File: config.mk
export PLATFORM = sky130hd
export DESIGN_NAME = bankers_safety_and_request_check
export DESIGN_NICKNAME = d
export VERILOG_FILES = /design/src/design/bsrc_pkg.sv /design/src/design/bsrc_dp.sv /design/src/design/bsrc_ctrl.sv /design/src/design/bankers_safety_and_request_check.sv
export SDC_FILE = /design/constraint.sdc
export NUM_CORES = 2
export LEC_CHECK = 0
export BUFFER_PORTS_ARGS = -buffer_cell sky130_fd_sc_hd__buf_2
export CAP_MARGIN = 5
export CORE_ASPECT_RATIO = 1.25
export CORE_MARGIN = 5
export CORE_UTILIZATION = 52
export CTS_CLUSTER_SIZE = 12
export DETAILED_ROUTE_END_ITERATION = 6
export PLACE_DENSITY = 0.72
export SYNTH_ARGS = -nofsm -noshare
export SYNTH_HDL_FRONTEND = slang
export SYNTH_SLANG_ARGS = --single-unit
File: constraint.sdc
create_clock -name clk -period 12.7 [get_ports clk]
set_input_delay 0 -clock clk [delete_from_list [all_inputs] [get_ports clk]]
set_output_delay 0 -clock clk [all_outputs]
set_load 0.01 [all_outputs]
File: src/design/bsrc_pkg.sv
// bsrc_pkg: shared types and constants for the Banker's safety and request checker.
// Used by bsrc_ctrl, bsrc_dp and the top level. No dependencies.
`default_nettype none
package bsrc_pkg;
	localparam int MAX_PROCS = 16;
	localparam int MAX_RES   = 8;
	localparam int CNT_W     = 8;
	localparam int WORK_W    = 12;
	localparam int PROC_W    = $clog2(MAX_PROCS);
	localparam int RES_W     = $clog2(MAX_RES);
	localparam int NP_W      = PROC_W + 1;
	localparam int NR_W      = RES_W + 1;
	localparam int ADDR_W    = PROC_W + RES_W;

	typedef enum logic [2:0] {
		CMD_SET_AVAIL = 3'd0,
		CMD_SET_MAX   = 3'd1,
		CMD_SET_ALLOC = 3'd2,
		CMD_STAGE_REQ = 3'd3,
		CMD_SAFETY    = 3'd4,
		CMD_REQUEST   = 3'd5
	} cmd_code_t;

	typedef enum logic [2:0] {
		ST_SAFE    = 3'd0,
		ST_UNSAFE  = 3'd1,
		ST_CLAIM   = 3'd2,
		ST_WAIT    = 3'd3,
		ST_GRANTED = 3'd4,
		ST_DENIED  = 3'd5
	} status_t;

	typedef enum logic [3:0] {
		S_IDLE, S_INIT, S_PROC, S_FIT, S_FWAIT, S_DEC, S_UNSAFE, S_EMIT,
		S_CSWEEP, S_CWAIT, S_CDEC, S_GRANT, S_ROLL, S_ONE
	} state_t;

	// Controller to datapath commands
	typedef struct packed {
		logic              work_init;
		logic              rd_en;
		logic              rd_claim;
		logic [PROC_W-1:0] row;
		logic [RES_W-1:0]  col;
		logic              acc_clr;
		logic              grant_proc;
		logic [PROC_W-1:0] order_idx;
		logic              avail_take;
		logic              avail_give;
		logic              wr_en;
		logic              wr_add;
		logic              out_load;
		status_t           out_status;
		logic              out_from_seq;
		logic [PROC_W-1:0] out_proc;
		logic              out_last;
	} ctl_cmd_t;

	// Datapath to controller status
	typedef struct packed {
		logic fit;
		logic claim_bad;
		logic wait_bad;
		logic fin;
		logic out_free;
	} dp_stat_t;
endpackage
`default_nettype wire

File: src/design/bsrc_dp.sv
// bsrc_dp: datapath with the max/allocation memories, vectors, work, finish marks,
// safe order and the output register. Depends on bsrc_pkg.
`default_nettype none
module bsrc_dp (
	input  wire                        clk,
	input  wire                        arst_n,
	input  wire                        in_accept,
	input  wire [2:0]                  cmd,
	input  wire [bsrc_pkg::PROC_W-1:0] proc_index,
	input  wire [bsrc_pkg::RES_W-1:0]  res_index,
	input  wire [bsrc_pkg::CNT_W-1:0]  value,
	input  wire [bsrc_pkg::NR_W-1:0]   nr,
	input  bsrc_pkg::ctl_cmd_t         ctl,
	output bsrc_pkg::dp_stat_t         stat,
	input  wire                        out_stall,
	output logic                       out_valid,
	output logic [2:0]                 status,
	output logic [bsrc_pkg::PROC_W-1:0] seq_proc,
	output logic                       last
);
	import bsrc_pkg::*;

	logic [CNT_W-1:0]  max_mem   [MAX_PROCS*MAX_RES];
	logic [CNT_W-1:0]  alloc_mem [MAX_PROCS*MAX_RES];
	logic [CNT_W-1:0]  avail_q   [MAX_RES];
	logic [CNT_W-1:0]  staged_q  [MAX_RES];
	logic [WORK_W-1:0] work_q    [MAX_RES];
	logic [CNT_W-1:0]  row_q     [MAX_RES];
	logic [CNT_W-1:0]  sav_q     [MAX_RES];
	logic [PROC_W-1:0] order_q   [MAX_PROCS];
	logic [MAX_PROCS-1:0] fin_q;
	logic [CNT_W-1:0]  max_s1, alloc_s1;
	logic [RES_W-1:0]  col_s1;
	logic              rd_v_s1, claim_s1;
	logic              fit_q, claim_bad_q, wait_bad_q;
	logic              out_valid_q, last_q;
	status_t           status_q;
	logic [PROC_W-1:0] proc_q;
	logic [ADDR_W-1:0] rd_addr, wr_addr;
	logic [CNT_W-1:0]  wr_data;
	logic              wr_alloc;
	logic [WORK_W:0]   fit_sum;
	logic              fit_fail, claim_fail, wait_fail;
	logic [CNT_W:0]    claim_sum;

	assign rd_addr = {ctl.row, ctl.col};

	// Memory read port, data registered
	always_ff @(posedge clk) begin
		if (ctl.rd_en) begin
			max_s1   <= max_mem[rd_addr];
			alloc_s1 <= alloc_mem[rd_addr];
			col_s1   <= ctl.col;
			claim_s1 <= ctl.rd_claim;
		end
	end

	// Allocation write: load command or grant/rollback sweep
	always_comb begin
		wr_alloc = 1'b0;
		wr_addr  = {ctl.row, ctl.col};
		wr_data  = ctl.wr_add ? sav_q[ctl.col] + staged_q[ctl.col] : sav_q[ctl.col];
		if (in_accept && cmd == CMD_SET_ALLOC) begin
			wr_alloc = 1'b1;
			wr_addr  = {proc_index, res_index};
			wr_data  = value;
		end else if (ctl.wr_en) begin
			wr_alloc = 1'b1;
		end
	end

	always_ff @(posedge clk) begin
		if (in_accept && cmd == CMD_SET_MAX)
			max_mem[{proc_index, res_index}] <= value;
		if (wr_alloc)
			alloc_mem[wr_addr] <= wr_data;
	end

	// Per-element checks on the registered read data
	assign fit_sum    = {1'b0, work_q[col_s1]} + {{(WORK_W+1-CNT_W){1'b0}}, alloc_s1};
	assign fit_fail   = {{(WORK_W+1-CNT_W){1'b0}}, max_s1} > fit_sum;
	assign claim_sum  = {1'b0, staged_q[col_s1]} + {1'b0, alloc_s1};
	assign claim_fail = claim_sum > {1'b0, max_s1};
	assign wait_fail  = staged_q[col_s1] > avail_q[col_s1];

	always_ff @(posedge clk or negedge arst_n) begin
		if (!arst_n) begin
			rd_v_s1     <= 1'b0;
			fit_q       <= 1'b0;
			claim_bad_q <= 1'b0;
			wait_bad_q  <= 1'b0;
		end else begin
			rd_v_s1 <= ctl.rd_en;
			if (ctl.acc_clr) begin
				fit_q       <= 1'b1;
				claim_bad_q <= 1'b0;
				wait_bad_q  <= 1'b0;
			end else if (rd_v_s1) begin
				if (claim_s1) begin
					if (claim_fail) claim_bad_q <= 1'b1;
					if (wait_fail)  wait_bad_q  <= 1'b1;
				end else if (fit_fail) begin
					fit_q <= 1'b0;
				end
			end
		end
	end

	// Row buffers: allocation row for the grant, saved row for rollback
	always_ff @(posedge clk) begin
		if (rd_v_s1) begin
			row_q[col_s1] <= alloc_s1;
			if (claim_s1)
				sav_q[col_s1] <= alloc_s1;
		end
	end

	// Vectors: available, work, finish marks
	always_ff @(posedge clk or negedge arst_n) begin
		if (!arst_n) begin
			for (int j = 0; j < MAX_RES; j++) begin
				avail_q[j] <= '0;
				work_q[j]  <= '0;
			end
			fin_q <= '0;
		end else begin
			if (in_accept && cmd == CMD_SET_AVAIL)
				avail_q[res_index] <= value;
			for (int j = 0; j < MAX_RES; j++) begin
				if (j < int'(nr)) begin
					if (ctl.avail_take) avail_q[j] <= avail_q[j] - staged_q[j];
					if (ctl.avail_give) avail_q[j] <= avail_q[j] + staged_q[j];
				end
			end
			if (ctl.work_init) begin
				for (int j = 0; j < MAX_RES; j++)
					work_q[j] <= {{(WORK_W-CNT_W){1'b0}}, avail_q[j]};
				fin_q <= '0;
			end
			if (ctl.grant_proc) begin
				for (int j = 0; j < MAX_RES; j++) begin
					if (j < int'(nr)) begin
						if (work_q[j] > {WORK_W{1'b1}} - {{(WORK_W-CNT_W){1'b0}}, row_q[j]})
							work_q[j] <= {WORK_W{1'b1}};
						else
							work_q[j] <= work_q[j] + {{(WORK_W-CNT_W){1'b0}}, row_q[j]};
					end
				end
				fin_q[ctl.row] <= 1'b1;
			end
		end
	end

	always_ff @(posedge clk) begin
		if (in_accept && cmd == CMD_STAGE_REQ)
			staged_q[res_index] <= value;
		if (ctl.grant_proc)
			order_q[ctl.order_idx] <= ctl.row;
	end

	// Output register
	always_ff @(posedge clk or negedge arst_n) begin
		if (!arst_n) begin
			out_valid_q <= 1'b0;
		end else if (ctl.out_load) begin
			out_valid_q <= 1'b1;
		end else if (!out_stall) begin
			out_valid_q <= 1'b0;
		end
	end

	always_ff @(posedge clk) begin
		if (ctl.out_load) begin
			status_q <= ctl.out_status;
			proc_q   <= ctl.out_from_seq ? order_q[ctl.order_idx] : ctl.out_proc;
			last_q   <= ctl.out_last;
		end
	end

	assign out_valid = out_valid_q;
	assign status    = status_q;
	assign seq_proc  = proc_q;
	assign last      = last_q;

	assign stat.fit       = fit_q;
	assign stat.claim_bad = claim_bad_q;
	assign stat.wait_bad  = wait_bad_q;
	assign stat.fin       = fin_q[ctl.row];
	assign stat.out_free  = !out_valid_q || !out_stall;
endmodule
`default_nettype wire

File: src/design/bsrc_ctrl.sv
// bsrc_ctrl: sequencer for safety passes, request checks, grant/rollback and result emit.
// Depends on bsrc_pkg; drives bsrc_dp through ctl_cmd_t.
`default_nettype none
module bsrc_ctrl (
	input  wire                        clk,
	input  wire                        arst_n,
	input  wire                        in_valid,
	output logic                       in_stall,
	input  wire [2:0]                  cmd,
	input  wire [bsrc_pkg::PROC_W-1:0] proc_index,
	input  wire [bsrc_pkg::NP_W-1:0]   np,
	input  wire [bsrc_pkg::NR_W-1:0]   nr,
	input  bsrc_pkg::dp_stat_t         stat,
	output bsrc_pkg::ctl_cmd_t         ctl
);
	import bsrc_pkg::*;

	state_t            state_q, state_d;
	logic [NP_W-1:0]   i_q, i_d;
	logic [RES_W-1:0]  j_q, j_d;
	logic [NP_W-1:0]   cnt_q, cnt_d;
	logic [PROC_W-1:0] e_q, e_d;
	logic              prog_q, prog_d;
	logic              req_q, req_d;
	logic [PROC_W-1:0] rp_q, rp_d;
	status_t           one_st_q, one_st_d;
	logic [PROC_W-1:0] one_p_q, one_p_d;
	logic              j_last, e_last;

	assign j_last   = ({1'b0, j_q} + NR_W'(1)) == nr;
	assign e_last   = ({1'b0, e_q} + NP_W'(1)) == np;
	assign in_stall = state_q != S_IDLE;

	always_ff @(posedge clk or negedge arst_n) begin
		if (!arst_n) begin
			state_q  <= S_IDLE;
			i_q      <= '0;
			j_q      <= '0;
			cnt_q    <= '0;
			e_q      <= '0;
			prog_q   <= 1'b0;
			req_q    <= 1'b0;
			rp_q     <= '0;
			one_st_q <= ST_SAFE;
			one_p_q  <= '0;
		end else begin
			state_q  <= state_d;
			i_q      <= i_d;
			j_q      <= j_d;
			cnt_q    <= cnt_d;
			e_q      <= e_d;
			prog_q   <= prog_d;
			req_q    <= req_d;
			rp_q     <= rp_d;
			one_st_q <= one_st_d;
			one_p_q  <= one_p_d;
		end
	end

	// Next state and commands
	always_comb begin
		state_d  = state_q;
		i_d      = i_q;
		j_d      = j_q;
		cnt_d    = cnt_q;
		e_d      = e_q;
		prog_d   = prog_q;
		req_d    = req_q;
		rp_d     = rp_q;
		one_st_d = one_st_q;
		one_p_d  = one_p_q;
		ctl            = '0;
		ctl.out_status = ST_SAFE;
		ctl.row        = i_q[PROC_W-1:0];
		ctl.col        = j_q;
		ctl.order_idx  = cnt_q[PROC_W-1:0];
		case (state_q)
			S_IDLE: begin
				if (in_valid) begin
					if (cmd == CMD_SAFETY) begin
						req_d   = 1'b0;
						state_d = S_INIT;
					end else if (cmd == CMD_REQUEST) begin
						req_d = 1'b1;
						rp_d  = proc_index;
						if ({1'b0, proc_index} >= np) begin
							one_st_d = ST_CLAIM;
							one_p_d  = proc_index;
							state_d  = S_ONE;
						end else begin
							ctl.acc_clr = 1'b1;
							j_d         = '0;
							state_d     = S_CSWEEP;
						end
					end
				end
			end
			// Claim and availability sweep over the requester's row
			S_CSWEEP: begin
				ctl.rd_en    = 1'b1;
				ctl.rd_claim = 1'b1;
				ctl.row      = rp_q;
				if (j_last) state_d = S_CWAIT;
				else j_d = j_q + RES_W'(1);
			end
			S_CWAIT: state_d = S_CDEC;
			S_CDEC: begin
				one_p_d = rp_q;
				if (stat.claim_bad) begin
					one_st_d = ST_CLAIM;
					state_d  = S_ONE;
				end else if (stat.wait_bad) begin
					one_st_d = ST_WAIT;
					state_d  = S_ONE;
				end else begin
					ctl.avail_take = 1'b1;
					j_d            = '0;
					state_d        = S_GRANT;
				end
			end
			// Tentative grant written into the allocation row
			S_GRANT: begin
				ctl.wr_en  = 1'b1;
				ctl.wr_add = 1'b1;
				ctl.row    = rp_q;
				if (j_last) state_d = S_INIT;
				else j_d = j_q + RES_W'(1);
			end
			S_INIT: begin
				ctl.work_init = 1'b1;
				i_d    = '0;
				cnt_d  = '0;
				prog_d = 1'b0;
				state_d = S_PROC;
			end
			// Pass walk over processes
			S_PROC: begin
				if (i_q == np) begin
					if (cnt_q == np) begin
						e_d     = '0;
						state_d = S_EMIT;
					end else if (!prog_q) begin
						state_d = S_UNSAFE;
					end else begin
						i_d    = '0;
						prog_d = 1'b0;
					end
				end else if (stat.fin) begin
					i_d = i_q + NP_W'(1);
				end else begin
					ctl.acc_clr = 1'b1;
					j_d         = '0;
					state_d     = S_FIT;
				end
			end
			S_FIT: begin
				ctl.rd_en = 1'b1;
				if (j_last) state_d = S_FWAIT;
				else j_d = j_q + RES_W'(1);
			end
			S_FWAIT: state_d = S_DEC;
			S_DEC: begin
				if (stat.fit) begin
					ctl.grant_proc = 1'b1;
					cnt_d  = cnt_q + NP_W'(1);
					prog_d = 1'b1;
				end
				i_d     = i_q + NP_W'(1);
				state_d = S_PROC;
			end
			S_UNSAFE: begin
				if (req_q) begin
					ctl.avail_give = 1'b1;
					j_d     = '0;
					state_d = S_ROLL;
				end else begin
					one_st_d = ST_UNSAFE;
					one_p_d  = '0;
					state_d  = S_ONE;
				end
			end
			// Restore the saved allocation row
			S_ROLL: begin
				ctl.wr_en = 1'b1;
				ctl.row   = rp_q;
				if (j_last) begin
					one_st_d = ST_DENIED;
					one_p_d  = rp_q;
					state_d  = S_ONE;
				end else begin
					j_d = j_q + RES_W'(1);
				end
			end
			S_EMIT: begin
				ctl.order_idx = e_q;
				if (stat.out_free) begin
					ctl.out_load     = 1'b1;
					ctl.out_status   = req_q ? ST_GRANTED : ST_SAFE;
					ctl.out_from_seq = 1'b1;
					ctl.out_last     = e_last;
					if (e_last) state_d = S_IDLE;
					else e_d = e_q + PROC_W'(1);
				end
			end
			S_ONE: begin
				if (stat.out_free) begin
					ctl.out_load   = 1'b1;
					ctl.out_status = one_st_q;
					ctl.out_proc   = one_p_q;
					ctl.out_last   = 1'b1;
					state_d        = S_IDLE;
				end
			end
			default: state_d = S_IDLE;
		endcase
	end
endmodule
`default_nettype wire

File: src/design/bankers_safety_and_request_check.sv
// Top level of the Banker's safety and request checker: APB registers, controller, datapath.
// Depends on bsrc_pkg, bsrc_ctrl and bsrc_dp.
`default_nettype none
// Load commands (set available, set max, set allocation, stage request) are taken while
// idle and give no result. A safety check copies available into work and walks the active
// processes in index order, pass after pass; each unfinished process gets one read of the
// max/allocation memories per active resource, a wait for the registered read data and one
// decision, and a finished one is skipped. A request evaluation adds a claim sweep and a
// grant write over the requester's row, and a rollback write of that row when unsafe. One
// item is worked at a time; results leave through an output register, so the next item is
// taken while the final result waits.
module bankers_safety_and_request_check (
	input  wire        clk,
	input  wire        arst_n,
	input  wire        psel,
	input  wire        penable,
	input  wire        pwrite,
	input  wire [2:0]  paddr,
	input  wire [31:0] pwdata,
	output logic [31:0] prdata,
	output logic       pready,
	input  wire        in_valid,
	output logic       in_stall,
	input  wire [2:0]  cmd,
	input  wire [3:0]  proc_index,
	input  wire [2:0]  res_index,
	input  wire [7:0]  value,
	output logic       out_valid,
	input  wire        out_stall,
	output logic [2:0] status,
	output logic [3:0] seq_proc,
	output logic       last
);
	import bsrc_pkg::*;

	localparam logic REG_PROCS = 1'b0;
	localparam logic REG_RES   = 1'b1;

	logic [4:0]      procs_q;
	logic [3:0]      res_q;
	logic [NP_W-1:0] np;
	logic [NR_W-1:0] nr;
	logic            in_accept;
	ctl_cmd_t        ctl;
	dp_stat_t        stat;

	// Configuration registers
	assign pready = 1'b1;
	always_ff @(posedge clk or negedge arst_n) begin
		if (!arst_n) begin
			procs_q <= 5'd16;
			res_q   <= 4'd8;
		end else if (psel && penable && pwrite) begin
			if (paddr[2] == REG_PROCS) procs_q <= pwdata[4:0];
			else res_q <= pwdata[3:0];
		end
	end
	assign prdata = (paddr[2] == REG_RES) ? {28'd0, res_q} : {27'd0, procs_q};

	// Active sizes, saturated into range
	always_comb begin
		if (procs_q == '0) np = NP_W'(1);
		else if (procs_q > 5'(MAX_PROCS)) np = NP_W'(MAX_PROCS);
		else np = procs_q[NP_W-1:0];
		if (res_q == '0) nr = NR_W'(1);
		else if (res_q > 4'(MAX_RES)) nr = NR_W'(MAX_RES);
		else nr = res_q[NR_W-1:0];
	end

	assign in_accept = in_valid && !in_stall;

	bsrc_ctrl u_ctrl (
		.clk        (clk),
		.arst_n     (arst_n),
		.in_valid   (in_valid),
		.in_stall   (in_stall),
		.cmd        (cmd),
		.proc_index (proc_index),
		.np         (np),
		.nr         (nr),
		.stat       (stat),
		.ctl        (ctl)
	);

	bsrc_dp u_dp (
		.clk        (clk),
		.arst_n     (arst_n),
		.in_accept  (in_accept),
		.cmd        (cmd),
		.proc_index (proc_index),
		.res_index  (res_index),
		.value      (value),
		.nr         (nr),
		.ctl        (ctl),
		.stat       (stat),
		.out_stall  (out_stall),
		.out_valid  (out_valid),
		.status     (status),
		.seq_proc   (seq_proc),
		.last       (last)
	);
endmodule
`default_nettype wire

---- Word level (Yosys, flattened, before mapping) ----
Memories as Yosys holds them, arrays and structs flattened. A register that Yosys moved wholly into a read port is not among the register bits.
Cells that the tools add are included.
word-level totals
  flip-flop bits (word level) ............. 236
  latch bits .............................. 0
  bits in writable memories ............... 2304
  bits in read-only memories .............. 0
  input bits .............................. 60
  word-level logic and storage cells ...... 413
  memories kept ........................... 6
memory list
  memory          words  bits a word  rd ports  clocked after Yosys merged registers in  wr ports  line           source
  u_dp.alloc_mem  128    8            1         1                                        1         bsrc_dp.sv:24  logic [CNT_W-1:0] alloc_mem [MAX_PROCS*MAX_RES];
  u_dp.max_mem    128    8            1         1                                        1         bsrc_dp.sv:23  logic [CNT_W-1:0] max_mem [MAX_PROCS*MAX_RES];
  u_dp.order_q    16     4            1         0                                        1         bsrc_dp.sv:30  logic [PROC_W-1:0] order_q [MAX_PROCS];
  u_dp.row_q      8      8            8         0                                        1         bsrc_dp.sv:28  logic [CNT_W-1:0] row_q [MAX_RES];
  u_dp.sav_q      8      8            1         0                                        1         bsrc_dp.sv:29  logic [CNT_W-1:0] sav_q [MAX_RES];
  u_dp.staged_q   8      8            10        1                                        1         bsrc_dp.sv:26  logic [CNT_W-1:0] staged_q [MAX_RES];
cells by class
  add/sub/neg operators ................... 41
  $mul .................................... 0
  div/mod/pow operators ................... 0
  order comparisons ....................... 27
  eq/ne operators ......................... 55
  shifts and indexed selects .............. 0
  muxes and demuxes ....................... 191
  bitwise gates (word level) .............. 5
  reduce and logical (&&, ||, !) cells .... 49
operator list
  kind                                               number
  two-way mux 8 bit                                  29
  two-way mux 12 bit                                 18
  two-way mux 96 bit                                 2
  two-way mux 4 bit                                  31
  adder 12 x 8 -> 12 bit                             8
  greater-than comparator 12 bit                     8
  subtractor 1 x 9 -> 10 bit (first input constant)  8
  adder 8 bit                                        9
  two-way mux 3 bit                                  23
  bitwise mux 64 bit                                 1
  two-way mux 64 bit                                 1
  subtractor 8 bit                                   8
  two-way mux 1 bit                                  57
  one-hot mux 4 bit (13 select lines)                1
  two-way mux 5 bit                                  10
  binary-select mux 12 bit (select 3 bit)            1
  two-way mux 16 bit                                 2
  != test 2 bit (second input constant)              14
  binary-select mux 8 bit (select 3 bit)             1
  demux 8 bit (select 3 bit)                         1
  == test 4 bit (second input constant)              6
  != test 2 x 1 -> 1 bit (second input constant)     12
  AND reduction 11 bit                               2
  == test 4 x 3 -> 1 bit (second input constant)     4
  other kinds (64)                                   111

---- Longest topological paths before layout ----
  depth in word-level cells ............... 11
  mapped depth ............................ 21
  mapped depth without buffers ............ 19

---- By module ----
Synthesis repeated with hierarchy kept, for this count alone.
second synthesis, totals
  cells, all modules ...................... 7629
  area total of the unflattened synthesis .. 114433.5 um2
modules (own cells, without submodules)
  module                            instances  cells an instance  area an instance (um2)
  bsrc_dp                           1          7258               111100.3
  bsrc_ctrl                         1          301                2620.0
  bankers_safety_and_request_check  1          70                 713.2

---- Worst setup path before layout ----
Ideal clock, no wire load.
  path kind ............................... register to register
  start point ............................. register u_ctrl.j_q[1]
  end point ............................... memory u_dp.alloc_mem[0][7] (data pin)
  data arrival time ....................... 8.816 ns
  data required time ...................... 11.503 ns
  setup slack ............................. 2.688 ns
  stages on the path, launching flop included .. 19
  buffers on the path ..................... 5
  period minus slack after synthesis ...... 10.012 ns
  cell sequence ........................... dfrtp_1 -> clkbuf_1 -> buf_1 -> clkbuf_1 -> clkbuf_1 -> buf_1 -> mux4_2 -> nand2_1 -> nand2_1 -> ha_1 -> a21o_1 -> a21oi_1 -> nor2b_1 -> o21a_1 -> o41ai_1 -> xor2_1 -> nand2_1 -> xnor2_1 -> o21ai_0
on the way
  longest elaborated chain between the ends .. 4
  elaborated cells between the ends (all ways) .. 5
ends and longest elaborated chain
  what                                   line             source
  from (decl)                            bsrc_ctrl.sv:20  logic [RES_W-1:0] j_q, j_d;
  from (signal assigned)                 bsrc_ctrl.sv:49  j_q <= j_d;
  memory (8 x 8 bit) (on tied branches)  --
  adder 8 bit                            bsrc_dp.sv:62    wr_data = ctl.wr_add ? sav_q[ctl.col] + staged_q[ctl.col] : sav_q[ctl.col];
  two-way mux 8 bit *                    bsrc_dp.sv:62
  two-way mux 8 bit *                    bsrc_dp.sv:63    if (in_accept && cmd == CMD_SET_ALLOC) begin
  named net u_dp.wr_data[7]              bsrc_dp.sv:40    logic [CNT_W-1:0] wr_data;
  to (decl)                              bsrc_dp.sv:24
The timed path passes the listed nets; every way through them passes the cells marked *.

---- Final worst setup path ----
  start point ............................. register u_ctrl.j_q[0]
  end point ............................... memory u_dp.alloc_mem[13][7] (data pin)
Same word-level chain as after synthesis.

==> impl_results.md <==
* FFs w/ async S/R, synth at 8.75%
* CTS Buf Count at around 250
* DP Wirelength at about 180 mm
* Min-Delay Path Depth at 4
* Initial DRC count at 7,272
* Pin count of the biggest net entering global routing at between 100 and 150
* CTS root buffer: clkbuf_16
* Worst Path Required at 13.16 ns
* EDFF count, synth at approximately 2,300
* Max-slew headroom at a little under an eighth
* Internal power at between 0.015 and 0.02 W
* RSZ-0062 raised after global routing: false
* Total track usage at about 25%
* Flop pwr share at about two fifths
* Final Cycle Share at around half
* Status: finished, final reports clean
* Area grow syn2layout at 9.78%
* Detailed Routing Iterations Pass 1 at 6
* Avg Vias per Cell at 6.48
* Antenna Violating Nets Remaining at 0
* Reg2Reg Launch Point: u_ctrl.j_q[0]
* Mapped Area at 0.112 mm²
* Slew Viols, Final at 0
* Number of core rows at 190
* YS warnings at 0
* Initial antenna violation count at 7
* Clk Latency, worst-skew pair at around 0.89 ns
* Post-CTS sizing at 0
* Sw Share at 33.3%
* CTS tree: done
* Die X at around 420 µm
* Vias at ~63,000
* Clock Sink Count at between 2,000 and 3,000
* Chip height at around 530 µm
* Post-Syn Instances at 6,614
* CP startpoint: u_ctrl.j_q[0]
* WHS at ~0.098 ns
* CP Class: reg -> reg
* Reg2reg path depth at 15
* Design area at around 0.12 mm²
* Leakage at approximately 41 nW
* Hold Path Class: in -> reg
* CTS Hold Bufs at 45
* Comb power frac at about a third
* Hold Violations, Final at 0
* Hold_sp: out_stall
* Area after DPL at 0.115 mm²
* Period minus WS final at 6.26 ns
* Fin nets at 7,058
* Primary FF master, synth: edfxtp_1
* MaxCap Viol Count at 0
* Worst-Margin Slew at 1.32 ns
* CP Capture Type: flip-flop
* Die ar. at approximately 0.22 mm²
* Post-CTS Setup Repair Bufs at 0
* Max Freq at 0.160 GHz
* PwrDens at approximately 210 mW/mm²
* Worst Path Arrival at about 6.7 ns
* Core Region at between 0.2 and 0.25 mm²
* DR WL/cell at slightly below 30 µm
* Count of different cell masters after synthesis at 85
* Final setup fails at 0
* Routability congestion estimate at around 0.9
* CP Max Fanout at approximately 120
* Clk slew on worst S/H paths at 0.06 ns
* Flops & latches, synth at 2,559
* Starting Density at between 50% and 60%
* Share of layout cells above drive strength 1 at around 18%
* Register area share after synthesis at about two thirds
* Remaining global-route overflow at 0
* Drc violations at 0
* Vias in the first global route at between 60,000 and 70,000
* Worst-case clock buffer depth at 4
* Mean post-synth cell area at between 15 and 20 µm²
* Post-Route Setup TNS at 0 ns
* Max rail drop VDD at 0.202 mV
* Global-route wire length before repair at around 420 mm
* CP startpoint kind: flip-flop
* Top Ports at between 100 and 150
* Clk_skew at ~0.075 ns
* I/O Buffers at 45
* H-tree Lvls at 4
* Final WL at around 290 mm
* Psw at 0.00870 W
* Clock share of power at about a quarter
## power by group through the flow
stage / Combinational (W) / Sequential, W / Clock (W)
after global placement: 0.00830 / 0.0110 / 0
final: 0.00859 / 0.0109 / 0.00665
after floorplan: 0.00593 / 0.0108 / 0
after CTS: 0.00856 / 0.0108 / 0.00672
after global routing: 0.00923 / 0.0109 / 0.00707
after detailed placement: 0.00849 / 0.0110 / 0
## cells in the final DEF, fill, tap and decap left out, drive strengths merged, types with 55 or more instances in the layout
cell / count
a211oi: 55
a21o: 59
a21oi: 269
a22oi: 82
a31oi: 75
buf: 171
clkbuf: 334
dfrtp: 222
edfxtp: 2332
ha: 239
inv: 229
mux2i: 72
mux4: 704
nand2: 436
nand3: 107
nor2: 464
nor3: 62
o21ai: 130
o21bai: 87
## final cells by class
type / instances / area, µm²
Clock buffer: 334 / 6630
Antenna cell: 3 / 7.51
Clock inverter: 26 / 295
Sequential cell: 2559 / 75700
Fill cell: 15698 / 91400
Inverter: 227 / 852
Multi-Input combinational cell: 3480 / 34000
Timing Repair Buffer: 215 / 1720
Tap cell: 2880 / 3600
## path summary, 6_finish.rpt
path                                          to  slack [ns]
setup / recovery           u_dp.alloc_mem[13][7]        6.44
hold / removal                    u_dp.out_valid         0.1
setup reg to reg           u_dp.alloc_mem[13][7]        6.44
hold reg to reg                    u_dp.fin_q[1]        0.49
max in group asynchronous       u_dp.avail_q[62]       11.29
min in group asynchronous        u_dp.work_q[33]        0.35
## flip-flops by register name, summed over array words and instances (netlist names), 8 cells and up, named ones only
signal and cells:
u_dp.alloc_mem 1024, u_dp.alloc_s1 8, u_dp.avail_q 64, u_dp.fin_q 16, u_dp.max_mem 1024, u_dp.max_s1 8, u_dp.order_q 64, u_dp.row_q 64
u_dp.sav_q 64, u_dp.staged_q 64, u_dp.work_q 96
## cells by family (layout without fill, tap and decap cells)
| group | after synthesis | count (layout) | synth area share (%) |
|---|---|---|---|
| other | 2 | 31 | 0.00671 |
| buffers and inverters | 601 | 802 | 2.22 |
| AOI/OAI and AO/OA | 974 | 974 | 5.79 |
| DFF | 2559 | 2559 | 67.7 |
| muxes | 819 | 819 | 15.3 |
| and+or+nand+nor | 1299 | 1299 | 5.15 |
| xor gates and xnor gates | 94 | 94 | 0.748 |
| adders and majority gates | 266 | 266 | 3.16 |
## critical path, stage by stage (launching register included)
cell and delay [ns]:
dfrtp_4 0.89, buf_4 0.77, mux4_2 0.60, nand2_1 0.08, nand2_1 0.16, ha_1 0.25
a21o_1 0.19, a21oi_1 0.23, nor2b_1 0.08, o21a_1 0.19, o41ai_1 0.37, xor2_1 0.22
nand2_1 0.10, xnor2_1 0.19, o21ai_4 0.38, buf_4 0.88
## synthesized netlist by cell type (all sizes together), types with 5 or more instances
cell	number	share of area, %
a211oi	55	0.37
a21boi	5	0.034
a21o	59	0.40
a21oi	269	1.2
a221o	24	0.21
a221oi	14	0.11
a22o	22	0.17
a22oi	82	0.55
a311oi	7	0.055
a31oi	75	0.42
a32o	10	0.089
a32oi	23	0.18
and2	23	0.13
and3	49	0.27
and4	9	0.070
buf	102	0.55
clkbuf	272	0.91
dfrtp	222	5.0
edfxtp	2332	63
fa	27	0.48
ha	239	2.7
inv	226	0.76
mux2	43	0.43
mux2i	72	0.64
mux4	704	14
nand2	436	1.5
nand2b	27	0.15
nand3	107	0.49
nand4	35	0.20
nor2	464	1.6
nor2b	46	0.26
nor3	62	0.28
nor3b	9	0.065
o211ai	11	0.074
o21a	14	0.094
o21ai	130	0.58
o21bai	87	0.59
o221ai	23	0.19
o22ai	18	0.11
o31ai	12	0.081
o32ai	5	0.039
or2	8	0.045
or3	8	0.045
xnor2	47	0.37
xor2	46	0.36
## metrics by stage
step	instances	total power, W	util, %	setup slack, ns
2_1_floorplan	6640	0.0168	-	2.69
3_3_place_gp	9316	0.0193	53.9	6.77
3_5_place_dp	9316	0.0195	53.9	6.62
4_1_cts	9721	0.0261	57.3	6.52
5_1_grt	9723	0.0272	57.3	6.11
6_report	9724	0.0261	57.3	6.44
## metal layers
metal	GRT usage [%]	routed length, µm	up-vias
li1	-	-	26393
met1	33.3	106000	32551
met2	42.2	142000	3388
met3	4.03	24000	637
met4	10.2	13300	2
met5	0	11	-
(Power assumes the default switching activity.)
